File: config.mk
export PLATFORM = sky130hd
export DESIGN_NAME = ycbcr420_block_to_rgb_core
export DESIGN_NICKNAME = d
export VERILOG_FILES = /design/src/rtl/ycbr_pkg.sv /design/src/rtl/ycbr_chroma.sv /design/src/rtl/ycbr_pixel.sv /design/src/rtl/ycbcr420_block_to_rgb_core.sv
export SDC_FILE = /design/constraint.sdc
export NUM_CORES = 1
export LEC_CHECK = 0
export BUFFER_PORTS_ARGS = -buffer_cell sky130_fd_sc_hd__clkbuf_2
export CAP_MARGIN = 30
export CORE_AREA = 2 2 266 268
export CTS_CLUSTER_SIZE = 28
export DETAILED_ROUTE_END_ITERATION = 12
export DIE_AREA = 0 0 268 270
export MAX_ROUTING_LAYER = met4
export PLACE_DENSITY_LB_ADDON = 0.08
export SYNTH_ARGS = -nofsm -noshare
export SYNTH_HDL_FRONTEND = slang
export SYNTH_SLANG_ARGS = --single-unit
File: constraint.sdc
create_clock -name clk -period 18.7 [get_ports clk]
set_input_delay 0.935 -clock clk [delete_from_list [all_inputs] [get_ports clk]]
set_output_delay 0.935 -clock clk [all_outputs]
set_load 0.02 [all_outputs]
File: src/rtl/ycbr_pkg.sv
// ycbr_pkg: shared types, widths and coefficients for the 4:2:0 block to RGB converter.
// No dependencies; used by every other file under rtl.
`timescale 1ns / 1ps

package ycbr_pkg;

  localparam int PIX_W  = 8;
  localparam int FRAC_W = 12;
  // widest chroma term is about 7258*128 + 2048, needs 20 bits plus sign
  localparam int TERM_W = 22;
  // chroma term after the fractional shift, signed
  localparam int OFF_W  = TERM_W - FRAC_W;
  // luma plus offset before saturation, signed
  localparam int SUM_W  = OFF_W + 1;

  localparam logic signed [TERM_W-1:0] COEF_R_CR = TERM_W'(5743);
  localparam logic signed [TERM_W-1:0] COEF_G_CB = TERM_W'(1410);
  localparam logic signed [TERM_W-1:0] COEF_G_CR = TERM_W'(2925);
  localparam logic signed [TERM_W-1:0] COEF_B_CB = TERM_W'(7258);
  localparam logic signed [TERM_W-1:0] HALF_ULP  = TERM_W'(2048);
  localparam logic signed [PIX_W:0]    CHROMA_MID = (PIX_W+1)'(128);

  // register indexes on the configuration port
  localparam logic [0:0] REG_SWAP_RED_BLUE = 1'b0;

  typedef struct packed {
    logic signed [OFF_W-1:0] red;
    logic signed [OFF_W-1:0] green;
    logic signed [OFF_W-1:0] blue;
  } chroma_off_t;

  typedef struct packed {
    logic [PIX_W-1:0] red;
    logic [PIX_W-1:0] green;
    logic [PIX_W-1:0] blue;
  } rgb_t;

  function automatic logic [PIX_W-1:0] sat8(input logic signed [SUM_W-1:0] v);
    logic [PIX_W-1:0] res;
    if (v < 0) begin
      res = '0;
    end else if (v > SUM_W'(255)) begin
      res = '1;
    end else begin
      res = v[PIX_W-1:0];
    end
    return res;
  endfunction

endpackage

File: src/rtl/ycbr_chroma.sv
// ycbr_chroma: shared chroma terms of one block, scaled back to whole units.
// Depends on ycbr_pkg.
`timescale 1ns / 1ps

module ycbr_chroma (
  input  logic [ycbr_pkg::PIX_W-1:0] cb,
  input  logic [ycbr_pkg::PIX_W-1:0] cr,
  output ycbr_pkg::chroma_off_t      off
);

  logic signed [ycbr_pkg::PIX_W:0]    cb_s;
  logic signed [ycbr_pkg::PIX_W:0]    cr_s;
  logic signed [ycbr_pkg::TERM_W-1:0] cb_w;
  logic signed [ycbr_pkg::TERM_W-1:0] cr_w;
  logic signed [ycbr_pkg::TERM_W-1:0] rd;
  logic signed [ycbr_pkg::TERM_W-1:0] gd;
  logic signed [ycbr_pkg::TERM_W-1:0] bd;

  assign cb_s = $signed({1'b0, cb}) - ycbr_pkg::CHROMA_MID;
  assign cr_s = $signed({1'b0, cr}) - ycbr_pkg::CHROMA_MID;
  assign cb_w = ycbr_pkg::TERM_W'(cb_s);
  assign cr_w = ycbr_pkg::TERM_W'(cr_s);

  assign rd = cr_w * ycbr_pkg::COEF_R_CR + ycbr_pkg::HALF_ULP;
  assign gd = ycbr_pkg::HALF_ULP - cb_w * ycbr_pkg::COEF_G_CB - cr_w * ycbr_pkg::COEF_G_CR;
  assign bd = cb_w * ycbr_pkg::COEF_B_CB + ycbr_pkg::HALF_ULP;

  // luma*4096 has no fraction, so floor of the sum is luma plus floor of the term
  assign off.red   = rd[ycbr_pkg::TERM_W-1:ycbr_pkg::FRAC_W];
  assign off.green = gd[ycbr_pkg::TERM_W-1:ycbr_pkg::FRAC_W];
  assign off.blue  = bd[ycbr_pkg::TERM_W-1:ycbr_pkg::FRAC_W];

endmodule

File: src/rtl/ycbr_pixel.sv
// ycbr_pixel: one pixel's luma plus chroma offsets, saturated, with optional red/blue swap.
// Depends on ycbr_pkg.
`timescale 1ns / 1ps

module ycbr_pixel (
  input  logic [ycbr_pkg::PIX_W-1:0] luma,
  input  ycbr_pkg::chroma_off_t      off,
  input  logic                       swap_rb,
  output ycbr_pkg::rgb_t             rgb
);

  logic signed [ycbr_pkg::SUM_W-1:0] y_s;
  logic [ycbr_pkg::PIX_W-1:0]        r_ch;
  logic [ycbr_pkg::PIX_W-1:0]        g_ch;
  logic [ycbr_pkg::PIX_W-1:0]        b_ch;

  assign y_s  = $signed({{(ycbr_pkg::SUM_W-ycbr_pkg::PIX_W){1'b0}}, luma});
  assign r_ch = ycbr_pkg::sat8(y_s + ycbr_pkg::SUM_W'(off.red));
  assign g_ch = ycbr_pkg::sat8(y_s + ycbr_pkg::SUM_W'(off.green));
  assign b_ch = ycbr_pkg::sat8(y_s + ycbr_pkg::SUM_W'(off.blue));

  assign rgb.red   = swap_rb ? b_ch : r_ch;
  assign rgb.green = g_ch;
  assign rgb.blue  = swap_rb ? r_ch : b_ch;

endmodule

File: src/rtl/ycbcr420_block_to_rgb_core.sv
// ycbcr420_block_to_rgb_core: top level, input and result registers, config register.
// Depends on ycbr_pkg, ycbr_chroma and ycbr_pixel.
`timescale 1ns / 1ps

// Converts one 4:2:0 block (four luma bytes plus shared Cb/Cr) into four full-range
// BT.601 RGB pixels per word. A word is accepted every clock while the input register is
// free; the result passes through the input register, then the result register, with the
// conversion done in one pass of constant multiplies, adds and clamps between them.
// Backpressure on the output stalls both registers; the input still takes a word
// while a result waits if the input register is free. swap_red_blue (address 0)
// exchanges red and blue and should only be written while the stream is idle.
module ycbcr420_block_to_rgb_core (
  input  logic        clk,
  input  logic        rst_n,
  input  logic        in_tvalid,
  output logic        in_tready,
  // luma_top_left, luma_top_right, luma_bottom_left, luma_bottom_right,
  // chroma_blue, chroma_red; 8 bits each from bit 0 up
  input  logic [47:0] in_tdata,
  output logic        out_tvalid,
  input  logic        out_tready,
  // red, green, blue of top_left, then top_right, bottom_left, bottom_right;
  // 8 bits each from bit 0 up
  output logic [95:0] out_tdata,
  input  logic        cfg_psel,
  input  logic        cfg_penable,
  input  logic        cfg_pwrite,
  input  logic [2:0]  cfg_paddr,
  input  logic [31:0] cfg_pwdata,
  output logic [31:0] cfg_prdata,
  output logic        cfg_pready
);

  localparam int PW = ycbr_pkg::PIX_W;

  logic        swap_r, swap_nxt;
  logic        s1_valid_r, s1_valid_nxt;
  logic [47:0] s1_data_r;
  logic        out_valid_r, out_valid_nxt;
  logic [95:0] out_data_r;
  logic        s1_ready, s2_ready;
  logic        cfg_wr;
  logic [0:0]  cfg_idx;

  ycbr_pkg::chroma_off_t off;
  ycbr_pkg::rgb_t        rgb [4];
  logic [95:0]           result;

  // config port
  assign cfg_pready = 1'b1;
  assign cfg_idx    = cfg_paddr[2:2];
  assign cfg_wr     = cfg_psel && cfg_penable && cfg_pwrite;
  assign cfg_prdata = (cfg_idx == ycbr_pkg::REG_SWAP_RED_BLUE) ? {31'd0, swap_r} : 32'd0;
  assign swap_nxt   = (cfg_wr && cfg_idx == ycbr_pkg::REG_SWAP_RED_BLUE) ? cfg_pwdata[0]
                                                                           : swap_r;

  // two-register pipeline, each stage free when empty or draining
  assign s2_ready      = !out_valid_r || out_tready;
  assign s1_ready      = !s1_valid_r || s2_ready;
  assign in_tready     = s1_ready;
  assign s1_valid_nxt  = s1_ready ? in_tvalid : s1_valid_r;
  assign out_valid_nxt = s2_ready ? s1_valid_r : out_valid_r;

  ycbr_chroma u_chroma (
    .cb  (s1_data_r[4*PW +: PW]),
    .cr  (s1_data_r[5*PW +: PW]),
    .off (off)
  );

  for (genvar p = 0; p < 4; p++) begin : g_pix
    ycbr_pixel u_pixel (
      .luma    (s1_data_r[p*PW +: PW]),
      .off     (off),
      .swap_rb (swap_r),
      .rgb     (rgb[p])
    );
    assign result[p*3*PW          +: PW] = rgb[p].red;
    assign result[p*3*PW + PW     +: PW] = rgb[p].green;
    assign result[p*3*PW + 2*PW   +: PW] = rgb[p].blue;
  end

  always_ff @(posedge clk) begin
    if (!rst_n) begin
      swap_r      <= 1'b0;
      s1_valid_r  <= 1'b0;
      out_valid_r <= 1'b0;
    end else begin
      swap_r      <= swap_nxt;
      s1_valid_r  <= s1_valid_nxt;
      out_valid_r <= out_valid_nxt;
    end
  end

  always_ff @(posedge clk) begin
    if (s1_ready && in_tvalid) begin
      s1_data_r <= in_tdata;
    end
    if (s2_ready && s1_valid_r) begin
      out_data_r <= result;
    end
  end

  assign out_tvalid = out_valid_r;
  assign out_tdata  = out_data_r;

  // an empty result register never blocks the input
  a_no_block_empty: assert property (@(posedge clk) disable iff (!rst_n)
    !out_valid_r |-> in_tready)
    else $error("input stalled with empty result register");

  // a word in the input register moves forward when the result side can take it
  a_advance: assert property (@(posedge clk) disable iff (!rst_n)
    (s1_valid_r && s2_ready) |=> out_valid_r)
    else $error("word lost between input and result register");

  // a register write lands on the next edge
  a_cfg_write: assert property (@(posedge clk) disable iff (!rst_n)
    (cfg_wr && cfg_idx == ycbr_pkg::REG_SWAP_RED_BLUE) |=> swap_r == $past(cfg_pwdata[0]))
    else $error("swap_red_blue write not taken");

endmodule
==> impl_metrics.py, run 1 <==
metrics = {
    "run_status": {
        "status": "complete, no violations",
    },
    "yosys": {
        "ys_types": 82,
        "yosysSeqAreaShare_pct": 22.7,
        "syn_area_um2": 19300,
        "ys_seq_elements": 147,
        "synth_warnings": 0,
        "synthCells": 2012,
        "ys.flop_type": "edfxtp_1",
        "ys_async_sr_fraction_pct": 0,
        "syn_avg_cell_area_um2": 9.58,
        "synth-edff-count": 144,
    },
    "global_routing": {
        "grt_pass1_vias": 15500,
        "grt_pass1_wl_mm": 92.4,
        "grt_antenna_before_repair": 0,
        "grtUsageTotal_pct": 17.5,
        "globalRouteOverflowTotal": 0,
        "grt_max_degree": 69,
    },
    "critical_path": {
        "cp.arrival_ps": 11390,
        "worstPathRequired_ps": 18900,
        "reg2regPathDepth": 36,
        "critPathKind": "flip-flop to flip-flop",
        "rrSetupSlack_ps": 7500,
        "r2r_end": "out_tdata[14]",
        "cpMaxStageDelayCell": "xnor2_1",
        "cp-end-kind": "flip-flop",
        "path_max_fanout": 17,
        "cpPeakStageDelay_ps": 720,
        "r2r_start": "s1_data_r[39]",
        "cp-startpoint": "s1_data_r[39]",
        "crit_path_start_kind": "flip-flop",
    },
    "layout": {
        "diodes": 0,
        "ff_latch_area_um2": 4380,
        "fin_nets": 2711,
        "stdcell_count": 3115,
        "nFillCells": 7277,
        "multi_input_area_um2": 13600,
        "area_growth_pct": 12.2,
        "drive_gt1_share_pct": 10.5,
    },
    "detailed_routing": {
        "top_layer": "met4",
        "drc": 0,
        "wl_met2_mm": 28.2,
        "wirelength_mm": 60.9,
        "met3_length_mm": 2.30,
        "ant_nets": 0,
        "routedLengthMet1_mm": 27.6,
        "drt_iter0_drc": 672,
        "num_vias": 15300,
        "dr.pass1.iters": 5,
        "vias_per_cell": 4.92,
        "wl_per_cell_um": 19.5,
    },
    "placed_design": {
        "numPortBuffers": 155,
        "post-place-cells": 3083,
        "place_congestion": 0.879,
        "hpwl_mm": 50.2,
    },
    "clock_network": {
        "insertion_delay_ps": 490,
        "cts_tree": "done",
        "cts_buffers": 17,
        "postCtsHoldBufs": 0,
        "htree_levels": 4,
        "clk_pin_slew_ps": 70,
        "post_cts_buffers": 0,
        "cts_root_buf": "clkbuf_16",
        "cts_buffer_depth": 2,
        "cts_resized": 0,
        "cts_sinks": 147,
    },
    "min_path": {
        "hp-start": "s1_valid_r",
        "holdPathEnd": "out_tvalid",
        "hp-class": "flip-flop to flip-flop",
        "whs_path_depth": 1,
    },
    "sta": {
        "finalCritPeriodShare_pct": 59.9,
        "max_slew_margin_pct": 25.3,
        "drv_slew": 0,
        "clock_skew_ps": 19.5,
        "setup_violations": 0,
        "max_slew.worst_pin.slew_ps": 1120,
        "hold_viol": 0,
        "setup_tns_ps": 0,
        "min_period_ps": 11200,
        "rsz0062_at_grt": "false",
        "max_freq_mhz": 89.3,
    },
    "floorplan": {
        "ios": 221,
        "die_w_um": 268,
        "die_area_um2": 72400,
        "coreArea_um2": 69500,
        "rows": 97,
        "start_util_pct": 27.7,
        "die_h_um": 270,
    },
    "job": {
        "cap_violations": 0,
    },
}
==> layout by cell type, fill, tap and decap left out, types with 10 or more instances in the layout <==
master and instances:
fa_1 129, buf_4 11, a21o_1 45, ha_1 330, o21ai_0 127, o211ai_1 15, xor2_1 37, a211oi_1 42
inv_1 265, nor2b_1 21, a311oi_1 10, a32oi_1 13, a21oi_1 146, and3_1 11, nand2_1 109, o21a_1 36
and2_1 11, xnor2_1 67, a221oi_1 13, nand2b_1 13, clkbuf_2 155, edfxtp_1 144, nand3_1 25, nor3_1 43
conb_1 32, or3_1 12, clkbuf_16 17, a22oi_1 24, nor2_1 87, o21bai_1 30
==> routing by layer <==
| metal | vias to the layer above | GRT usage (%) |
|---|---|---|
| met5 | - | - |
| met4 | 0 | 7.82 |
| met3 | 103 | 3.05 |
| met2 | 311 | 27.8 |
| met1 | 7410 | 21.7 |
| li1 | 7507 | - |
==> registers in the layout, summed over array words and instances (netlist names) <==
| signal | cells |
|---|---|
| s1_data_r | 48 |
| s1_valid_r | 1 |
| out_tdata | 96 |
| out_tvalid | 1 |
| swap_r | 1 |
==> worst max-delay path by stage <==
stage                          endpoint  cells after the start  slack, ps
after floorplan            out_tdata[8]                     35       9110
after global placement    out_tdata[14]                     35       7500
after detailed placement  out_tdata[14]                     36       7600
after CTS                 out_tdata[14]                     36       7590
after global routing      out_tdata[12]                     36       6960
final                     out_tdata[14]                     36       7500
==> synthesized netlist by cell type (7+ instances only) <==
library cell / count / area share (%)
nand2b_1: 13 / 0.42
or2_2: 8 / 0.26
a21o_1: 45 / 1.8
edfxtp_1: 144 / 22
and2_1: 12 / 0.39
fa_1: 129 / 13
a211oi_1: 42 / 1.6
clkbuf_1: 20 / 0.39
nand3_1: 25 / 0.65
a21oi_1: 146 / 3.8
and3_1: 11 / 0.36
xor2_1: 37 / 1.7
nor2_1: 87 / 1.7
buf_4: 34 / 1.3
o21a_1: 36 / 1.4
o21ai_0: 127 / 3.3
a22oi_1: 24 / 0.93
nand2_1: 109 / 2.1
inv_1: 265 / 5.2
a32oi_1: 13 / 0.59
nor3_1: 43 / 1.1
or3_1: 12 / 0.39
a221oi_1: 13 / 0.59
mux2i_1: 7 / 0.36
o211ai_1: 15 / 0.58
ha_1: 330 / 21
o22ai_1: 7 / 0.23
nor2b_1: 22 / 0.71
o21bai_1: 30 / 1.2
a311oi_1: 10 / 0.45
xnor2_1: 67 / 3.0
o211a_1: 8 / 0.42
==> stage by stage <==
stage               hold slack [ps]  util [%]  instance area [um2]  worst slack (ps)
global route                    562      31.1                21600              6960
CTS                             527      31.1                21600              7590
detailed placement              510      30.3                21000              7600
floorplan                       477         -                19400              9110
global placement                502      30.2                21000              7500
finish                          528      31.1                21600              7500
==> critical path, delay by kind of cell (launching register included) <==
family,cells,cell delay [ps]
fa+ha+maj,12,5150
compound gates,12,2710
xor+xnor,2,880
simple gates,4,770
buf+inv,6,750
flops,1,620
==> cell families after synthesis <==
| logic type | Yosys count | synth area share [%] |
|---|---|---|
| xor+xnor | 107 | 5.07 |
| compound gates | 590 | 20.4 |
| flops | 147 | 22.7 |
| mux | 9 | 0.480 |
| other cells | 2 | 0.0390 |
| fa+ha+maj | 459 | 34.8 |
| simple gates | 367 | 9.26 |
| buf+inv | 331 | 7.17 |
==> cell type report <==
cell class                      count  area share (%)
Clock buffer                       17            1.97
Clock inverter                     15           0.740
Inverter                          266            4.62
Multi-Input combinational cell   1564            63.0
Sequential cell                   147            20.3
Tap cell                          940            5.44
Timing Repair Buffer              166            3.97
Power of run 1 is not shown: default switching activity piles up to over one toggle a cycle in this logic, so the estimate is an artifact.
==> run 2: changes to the inputs <==
--- a/config.mk
+++ b/config.mk
@@ -5,12 +5,13 @@
 export SDC_FILE = /design/constraint.sdc
 export NUM_CORES = 1
 export LEC_CHECK = 0
+export ABC_AREA = 1
 export BUFFER_PORTS_ARGS = -buffer_cell sky130_fd_sc_hd__clkbuf_2
 export CAP_MARGIN = 30
-export CORE_AREA = 2 2 266 268
+export CORE_AREA = 2 2 262 264
 export CTS_CLUSTER_SIZE = 28
 export DETAILED_ROUTE_END_ITERATION = 12
-export DIE_AREA = 0 0 268 270
+export DIE_AREA = 0 0 264 266
 export MAX_ROUTING_LAYER = met4
 export PLACE_DENSITY_LB_ADDON = 0.08
 export SYNTH_ARGS = -nofsm -noshare
==> constraint.sdc (replaced) <==
create_clock -name clk -period 10.3 [get_ports clk]
set_input_delay 0.515 -clock clk [delete_from_list [all_inputs] [get_ports clk]]
set_output_delay 0.515 -clock clk [all_outputs]
set_load 0.02 [all_outputs]
==> run 2 against run 1 <==
Compared with the run above:
- die area decreased by 3.0%
- clock skew down 1.4 ps
- non-clock buffer count increased by 11
- hold slack worse by 320 ps
- sequential share of layout area increased by 0.40 points
- worst setup slack lost 6700 ps
==> impl_metrics.py, run 2 <==
metrics = {
    "yosys": {
        "ys_top_cells_by_area": "edfxtp_1, ha_1, fa_1",
        "synth_top_area_share_pct": 23.1,
        "synth_warnings": 0,
        "synthMostInstantiatedCell": "inv_1",
        "ys_seq_elements": 147,
        "synthCells": 2144,
        "syn_avg_cell_area_um2": 8.74,
        "yosys-top-cells-count": "inv_1, nand2_1, ha_1, nand3_1, edfxtp_1",
        "ys.flop_type": "edfxtp_1",
        "ys_types": 46,
        "synth-edff-count": 144,
        "syn_area_um2": 18700,
        "synth_top_cell_by_area": "edfxtp_1",
        "yosysSeqAreaShare_pct": 23.4,
        "ys_async_sr_fraction_pct": 0,
    },
    "sta": {
        "finalCritPeriodShare_pct": 92.6,
        "setup_violations": 0,
        "max_freq_mhz": 105,
        "min_period_ps": 9540,
        "setup_tns_ps": 0,
        "hold_viol": 0,
        "drv_slew": 0,
        "clock_skew_ps": 18.1,
        "max_slew_margin_pct": 40.3,
        "fin_ws_ps": 757,
        "max_slew.worst_pin.slew_ps": 892,
        "rsz0062_at_grt": "false",
    },
    "clock_network": {
        "insertion_delay_ps": 480,
        "cts_buffers": 17,
        "cts_sinks": 147,
        "post_cts_buffers": 0,
        "cts_buffer_depth": 2,
        "cts_root_buf": "clkbuf_16",
        "clk_pin_slew_ps": 80,
        "htree_levels": 4,
        "cts_tree": "done",
    },
    "min_path": {
        "whs_path_depth": 1,
        "hp-class": "input port to flip-flop",
        "holdPathEnd": "s1_data_r[37]",
        "hp-start": "in_tdata[37]",
    },
    "critical_path": {
        "worstPathRequired_ps": 10540,
        "cpMaxStageDelayCell": "fa_1",
        "reg2regPathDepth": 38,
        "cpPeakStageDelay_ps": 550,
        "crit_path_start_kind": "flip-flop",
        "cp-end-kind": "flip-flop",
        "path_max_fanout": 8,
        "r2r_end": "out_tdata[85]",
        "crit_top_cell": "ha_1",
        "cp.arrival_ps": 9790,
        "rrSetupSlack_ps": 760,
        "critPathKind": "flip-flop to flip-flop",
        "r2r_start": "s1_data_r[35]",
    },
    "floorplan": {
        "coreArea_um2": 67700,
        "start_util_pct": 27.6,
        "die_h_um": 266,
        "ios": 221,
        "die_w_um": 264,
        "die_area_um2": 70200,
        "rows": 96,
    },
    "global_routing": {
        "grt_antenna_before_repair": 0,
        "grtUsageMet1_pct": 20.2,
        "gr-usage-met2_pct": 28.2,
        "busiest_layer": "met2",
        "grt_pass1_wl_mm": 83.9,
        "grt_pass1_vias": 14600,
        "grt_max_degree": 67,
        "use_met3_pct": 2.34,
        "grtUsageTotal_pct": 16.3,
        "globalRouteOverflowTotal": 0,
    },
    "detailed_routing": {
        "wl_per_cell_um": 17.0,
        "drc": 0,
        "num_vias": 14500,
        "drt_iter0_drc": 567,
        "ant_nets": 0,
        "wirelength_mm": 54.5,
        "dr.pass1.iters": 4,
        "vias_per_cell": 4.51,
    },
    "placed_design": {
        "numPortBuffers": 155,
        "place_ws_ps": 669,
        "place_congestion": 0.831,
        "hpwl_mm": 46.0,
    },
    "layout": {
        "drive_gt1_share_pct": 11.1,
        "largest_reg_flops": 96,
        "layout_commonest_cell": "inv_1",
        "fin_nets": 2861,
        "layout_common_cells": "inv_1, nand2_1, ha_1",
        "area_growth_pct": 13.3,
        "diodes": 0,
    },
    "job": {
        "cap_violations": 0,
    },
    "run_status": {
        "status": "complete, no violations",
    },
}
## run 2: cell types whose count changed after synthesis, moves of 38 or more
cell / previous run / this run
a211oi_1: 42 / 1
xor2_1: 37 / 80
nor2_1: 87 / 49
nand3_1: 25 / 252
o21ai_0: 127 / 36
nand2_1: 109 / 332
inv_1: 265 / 412
## run 2: layer usage
metal | vias to the layer above | share of wire [%] | routed length (um)
li1 | 7376 | - | -
met1 | 6877 | 46 | 25000
met3 | 33 | 2.8 | 1530
met4 | 0 | 1.4 | 759
met2 | 192 | 50 | 27200
met5 | - | 0 | 0
## run 2: worst max-delay path: cells and delay by family (launching register included)
family	cells	cell delay, ps
fa+ha+maj	13	5450
flops	1	410
buf+inv	7	660
simple gates	7	770
compound gates	9	1570
xor+xnor	2	450
## run 2: repair_timing
item / CTS / global route
resized for setup: 0 / 2
hold buffers: 0 / 0
endpoints found under the setup margin: 0 / 13
## run 2: logic make-up after synthesis
logic type	count (synthesis)	synth area share [%]
adders and majority gates	459	35.8
and+or+nand+nor	721	17.9
xor gates and xnor gates	121	5.74
buffers and inverters	472	10.2
DFF	147	23.4
other	2	0.0401
AOI/OAI and AO/OA	222	6.85
## run 2: area by class of cell
cell class,instances,area [um2]
fillers,7271,46500
multi-input cells,1555,12600
flip-flops and latches,147,4390
clock buffers,18,429
well taps,882,1100
repair buffers,177,986
clock inverters,14,193
inverters,414,1550
## run 2: worst max path at each step
stage,cells after the start,to,startpoint,slack [ps]
global placement,33,out_tdata[63],s1_data_r[35],800
floorplan,37,out_tdata[57],s1_data_r[39],1310
CTS,33,out_tdata[63],s1_data_r[35],630
finish,38,out_tdata[85],s1_data_r[35],760
global route,38,out_tdata[85],s1_data_r[35],50
detailed placement,33,out_tdata[63],s1_data_r[35],670
## run 2: metrics by stage
stage               instance area [um2]  std cells  hold slack [ps]  utilization (%)
finish                            21200       3207              210             31.3
global route                      21200       3207              178             31.3
CTS                               21200       3206              152             31.3
detailed placement                20600       3174              521             30.4
global placement                  20500       3172              513             30.3
floorplan                         18800       2174              447                -
Power of run 2 is left out for the same reason.
==> run 3: changes to the inputs <==
--- a/config.mk
+++ b/config.mk
@@ -5,13 +5,12 @@
 export SDC_FILE = /design/constraint.sdc
 export NUM_CORES = 1
 export LEC_CHECK = 0
-export ABC_AREA = 1
 export BUFFER_PORTS_ARGS = -buffer_cell sky130_fd_sc_hd__clkbuf_2
 export CAP_MARGIN = 30
-export CORE_AREA = 2 2 262 264
+export CORE_AREA = 2 2 266 268
 export CTS_CLUSTER_SIZE = 28
 export DETAILED_ROUTE_END_ITERATION = 12
-export DIE_AREA = 0 0 264 266
+export DIE_AREA = 0 0 268 270
 export MAX_ROUTING_LAYER = met4
 export PLACE_DENSITY_LB_ADDON = 0.08
 export SYNTH_ARGS = -nofsm -noshare
==> constraint.sdc (replaced) <==
create_clock -name clk -period 8.6 [get_ports clk]
set_input_delay 0.43 -clock clk [delete_from_list [all_inputs] [get_ports clk]]
set_output_delay 0.43 -clock clk [all_outputs]
set_load 0.02 [all_outputs]
==> run 3 against run 2 <==
Compared with the run above:
- the run now ends with negative setup slack left
- maximum frequency is 8.4% higher
- critical endpoint is now out_tdata[14]
- worst setup slack worse by 960 ps
- clock skew rose by 2.4 ps
- cell area grew 17%
- final cell count up 5.9%
- sequential share of layout area decreased by 3.0 points
- wire length rose by 15%
- register-to-register slack lost 960 ps
- non-clock buffer count rose by 269
==> impl_metrics.py, run 3 (synthesized netlist as in run 1, its figures left out) <==
metrics = {
    "critical_path": {
        "cp-end-kind": "flip-flop",
        "worstPathRequired_ps": 8960,
        "cp.arrival_ps": 9160,
        "cpPeakStageDelay_ps": 560,
        "critPathTopFamily": "adder cells",
        "cpMaxStageDelayCell": "fa_1",
        "path_buf_inv": 9,
        "rrSetupSlack_ps": -200,
        "reg2regPathDepth": 37,
        "r2r_start": "s1_data_r[39]",
        "critPathKind": "flip-flop to flip-flop",
        "path_max_fanout": 8,
        "crit_path_start_kind": "flip-flop",
        "r2r_end": "out_tdata[14]",
    },
    "detailed_routing": {
        "drt_iter0_drc": 743,
        "ant_nets": 0,
        "vias_per_cell": 4.81,
        "wl_per_cell_um": 18.4,
        "drc": 0,
        "num_vias": 16300,
        "wirelength_mm": 62.5,
        "dr.pass1.iters": 5,
    },
    "sta": {
        "max_freq_mhz": 114,
        "rsz0062_at_grt": "true",
        "setup_violations": 25,
        "clock_skew_ps": 20.5,
        "fin_ws_ps": -200,
        "min_period_ps": 8800,
        "setup_tns_ps": -3040,
        "max_slew_margin_pct": 38.6,
        "drv_slew": 0,
        "finalCritPeriodShare_pct": 102,
        "hold_viol": 0,
        "max_slew.worst_pin.slew_ps": 921,
    },
    "job": {
        "cap_violations": 0,
    },
    "floorplan": {
        "rows": 97,
        "ios": 221,
        "coreArea_um2": 69500,
        "die_w_um": 268,
        "start_util_pct": 27.7,
        "die_area_um2": 72400,
        "die_h_um": 270,
    },
    "global_routing": {
        "grt_pass1_wl_mm": 96.5,
        "globalRouteOverflowTotal": 0,
        "grt_antenna_before_repair": 0,
        "grtUsageTotal_pct": 18.0,
        "grt_pass1_vias": 16900,
        "grt_max_degree": 61,
    },
    "layout": {
        "stdcell_count": 3395,
        "largest_reg_flops": 96,
        "layout_commonest_cell": "ha_1",
        "post-route-util_pct": 35.7,
        "fin_nets": 2991,
        "diodes": 0,
        "drive_gt1_share_pct": 26.4,
        "layout_common_cells": "ha_1, buf_4, inv_1",
        "area_growth_pct": 29.0,
    },
    "placed_design": {
        "hpwl_mm": 51.8,
        "numPortBuffers": 155,
        "place_congestion": 0.898,
        "post-place-cells": 3318,
    },
    "clock_network": {
        "cts_buffers": 17,
        "htree_levels": 4,
        "clk_pin_slew_ps": 80,
        "cts_root_buf": "clkbuf_16",
        "cts_tree": "done",
        "cts_buffer_depth": 2,
        "cts_sinks": 147,
        "insertion_delay_ps": 500,
    },
    "min_path": {
        "hp-start": "in_tdata[39]",
        "hp-class": "input port to flip-flop",
        "holdPathEnd": "s1_data_r[39]",
        "whs_path_depth": 1,
    },
    "run_status": {
        "status": "complete, but fails checks",
        "violations": "negative setup slack",
    },
}
run 3: final cells by class:
| type | instances | area, um2 |
|---|---|---|
| fill | 7130 | 44700 |
| sequential | 147 | 4380 |
| tap | 940 | 1180 |
| clock inverter | 15 | 171 |
| multi-input combinational | 1564 | 14600 |
| inverter | 266 | 1000 |
| timing repair buffer | 446 | 3110 |
| clock buffer | 17 | 425 |
run 3: repair_timing:
item	in CTS	in global routing
hold buffers	0	0
endpoints found under the setup margin	32	96
buffers inserted	25	24
pin swaps	67	54
resized for setup	70	60
run 3: worst max-delay path by stage:
stage / endpoint / startpoint / cells after the start
floorplan: out_tdata[10] / s1_data_r[39] / 35
global placement: out_tdata[12] / s1_data_r[36] / 37
detailed placement: out_tdata[14] / s1_data_r[36] / 37
CTS: out_tdata[82] / s1_data_r[36] / 36
global route: out_tdata[14] / s1_data_r[39] / 38
finish: out_tdata[14] / s1_data_r[39] / 37
run 3: per-stage QoR:
stage	worst slack, ps	cell area [um2]	hold WS, ps
6_report	-200	24900	102
3_5_place_dp	-524	23200	521
3_3_place_gp	-414	23100	503
2_1_floorplan	-179	19700	477
4_1_cts	-318	24400	67.9
5_1_grt	-574	24900	85.9
run 3: worst reg2reg max path, delay by kind of cell (launching register included):
kind                       cells  cell delay [ps]
adders and majority gates     13             4710
AOI/OAI and AO/OA             10             1940
buffers and inverters          9              910
and+or+nand+nor                3              410
DFF                            1              400
xor gates and xnor gates       2              270
run 3: metal layers:
| metal | global-route usage (%) | up-vias | routed length [um] |
|---|---|---|---|
| met3 | 2.18 | 45 | 1820 |
| met1 | 22.9 | 7987 | 28600 |
| li1 | - | 8063 | - |
| met5 | - | - | 0 |
| met2 | 30.3 | 249 | 31000 |
| met4 | 4.50 | 0 | 1080 |
Power of run 3 is left out for the same reason.
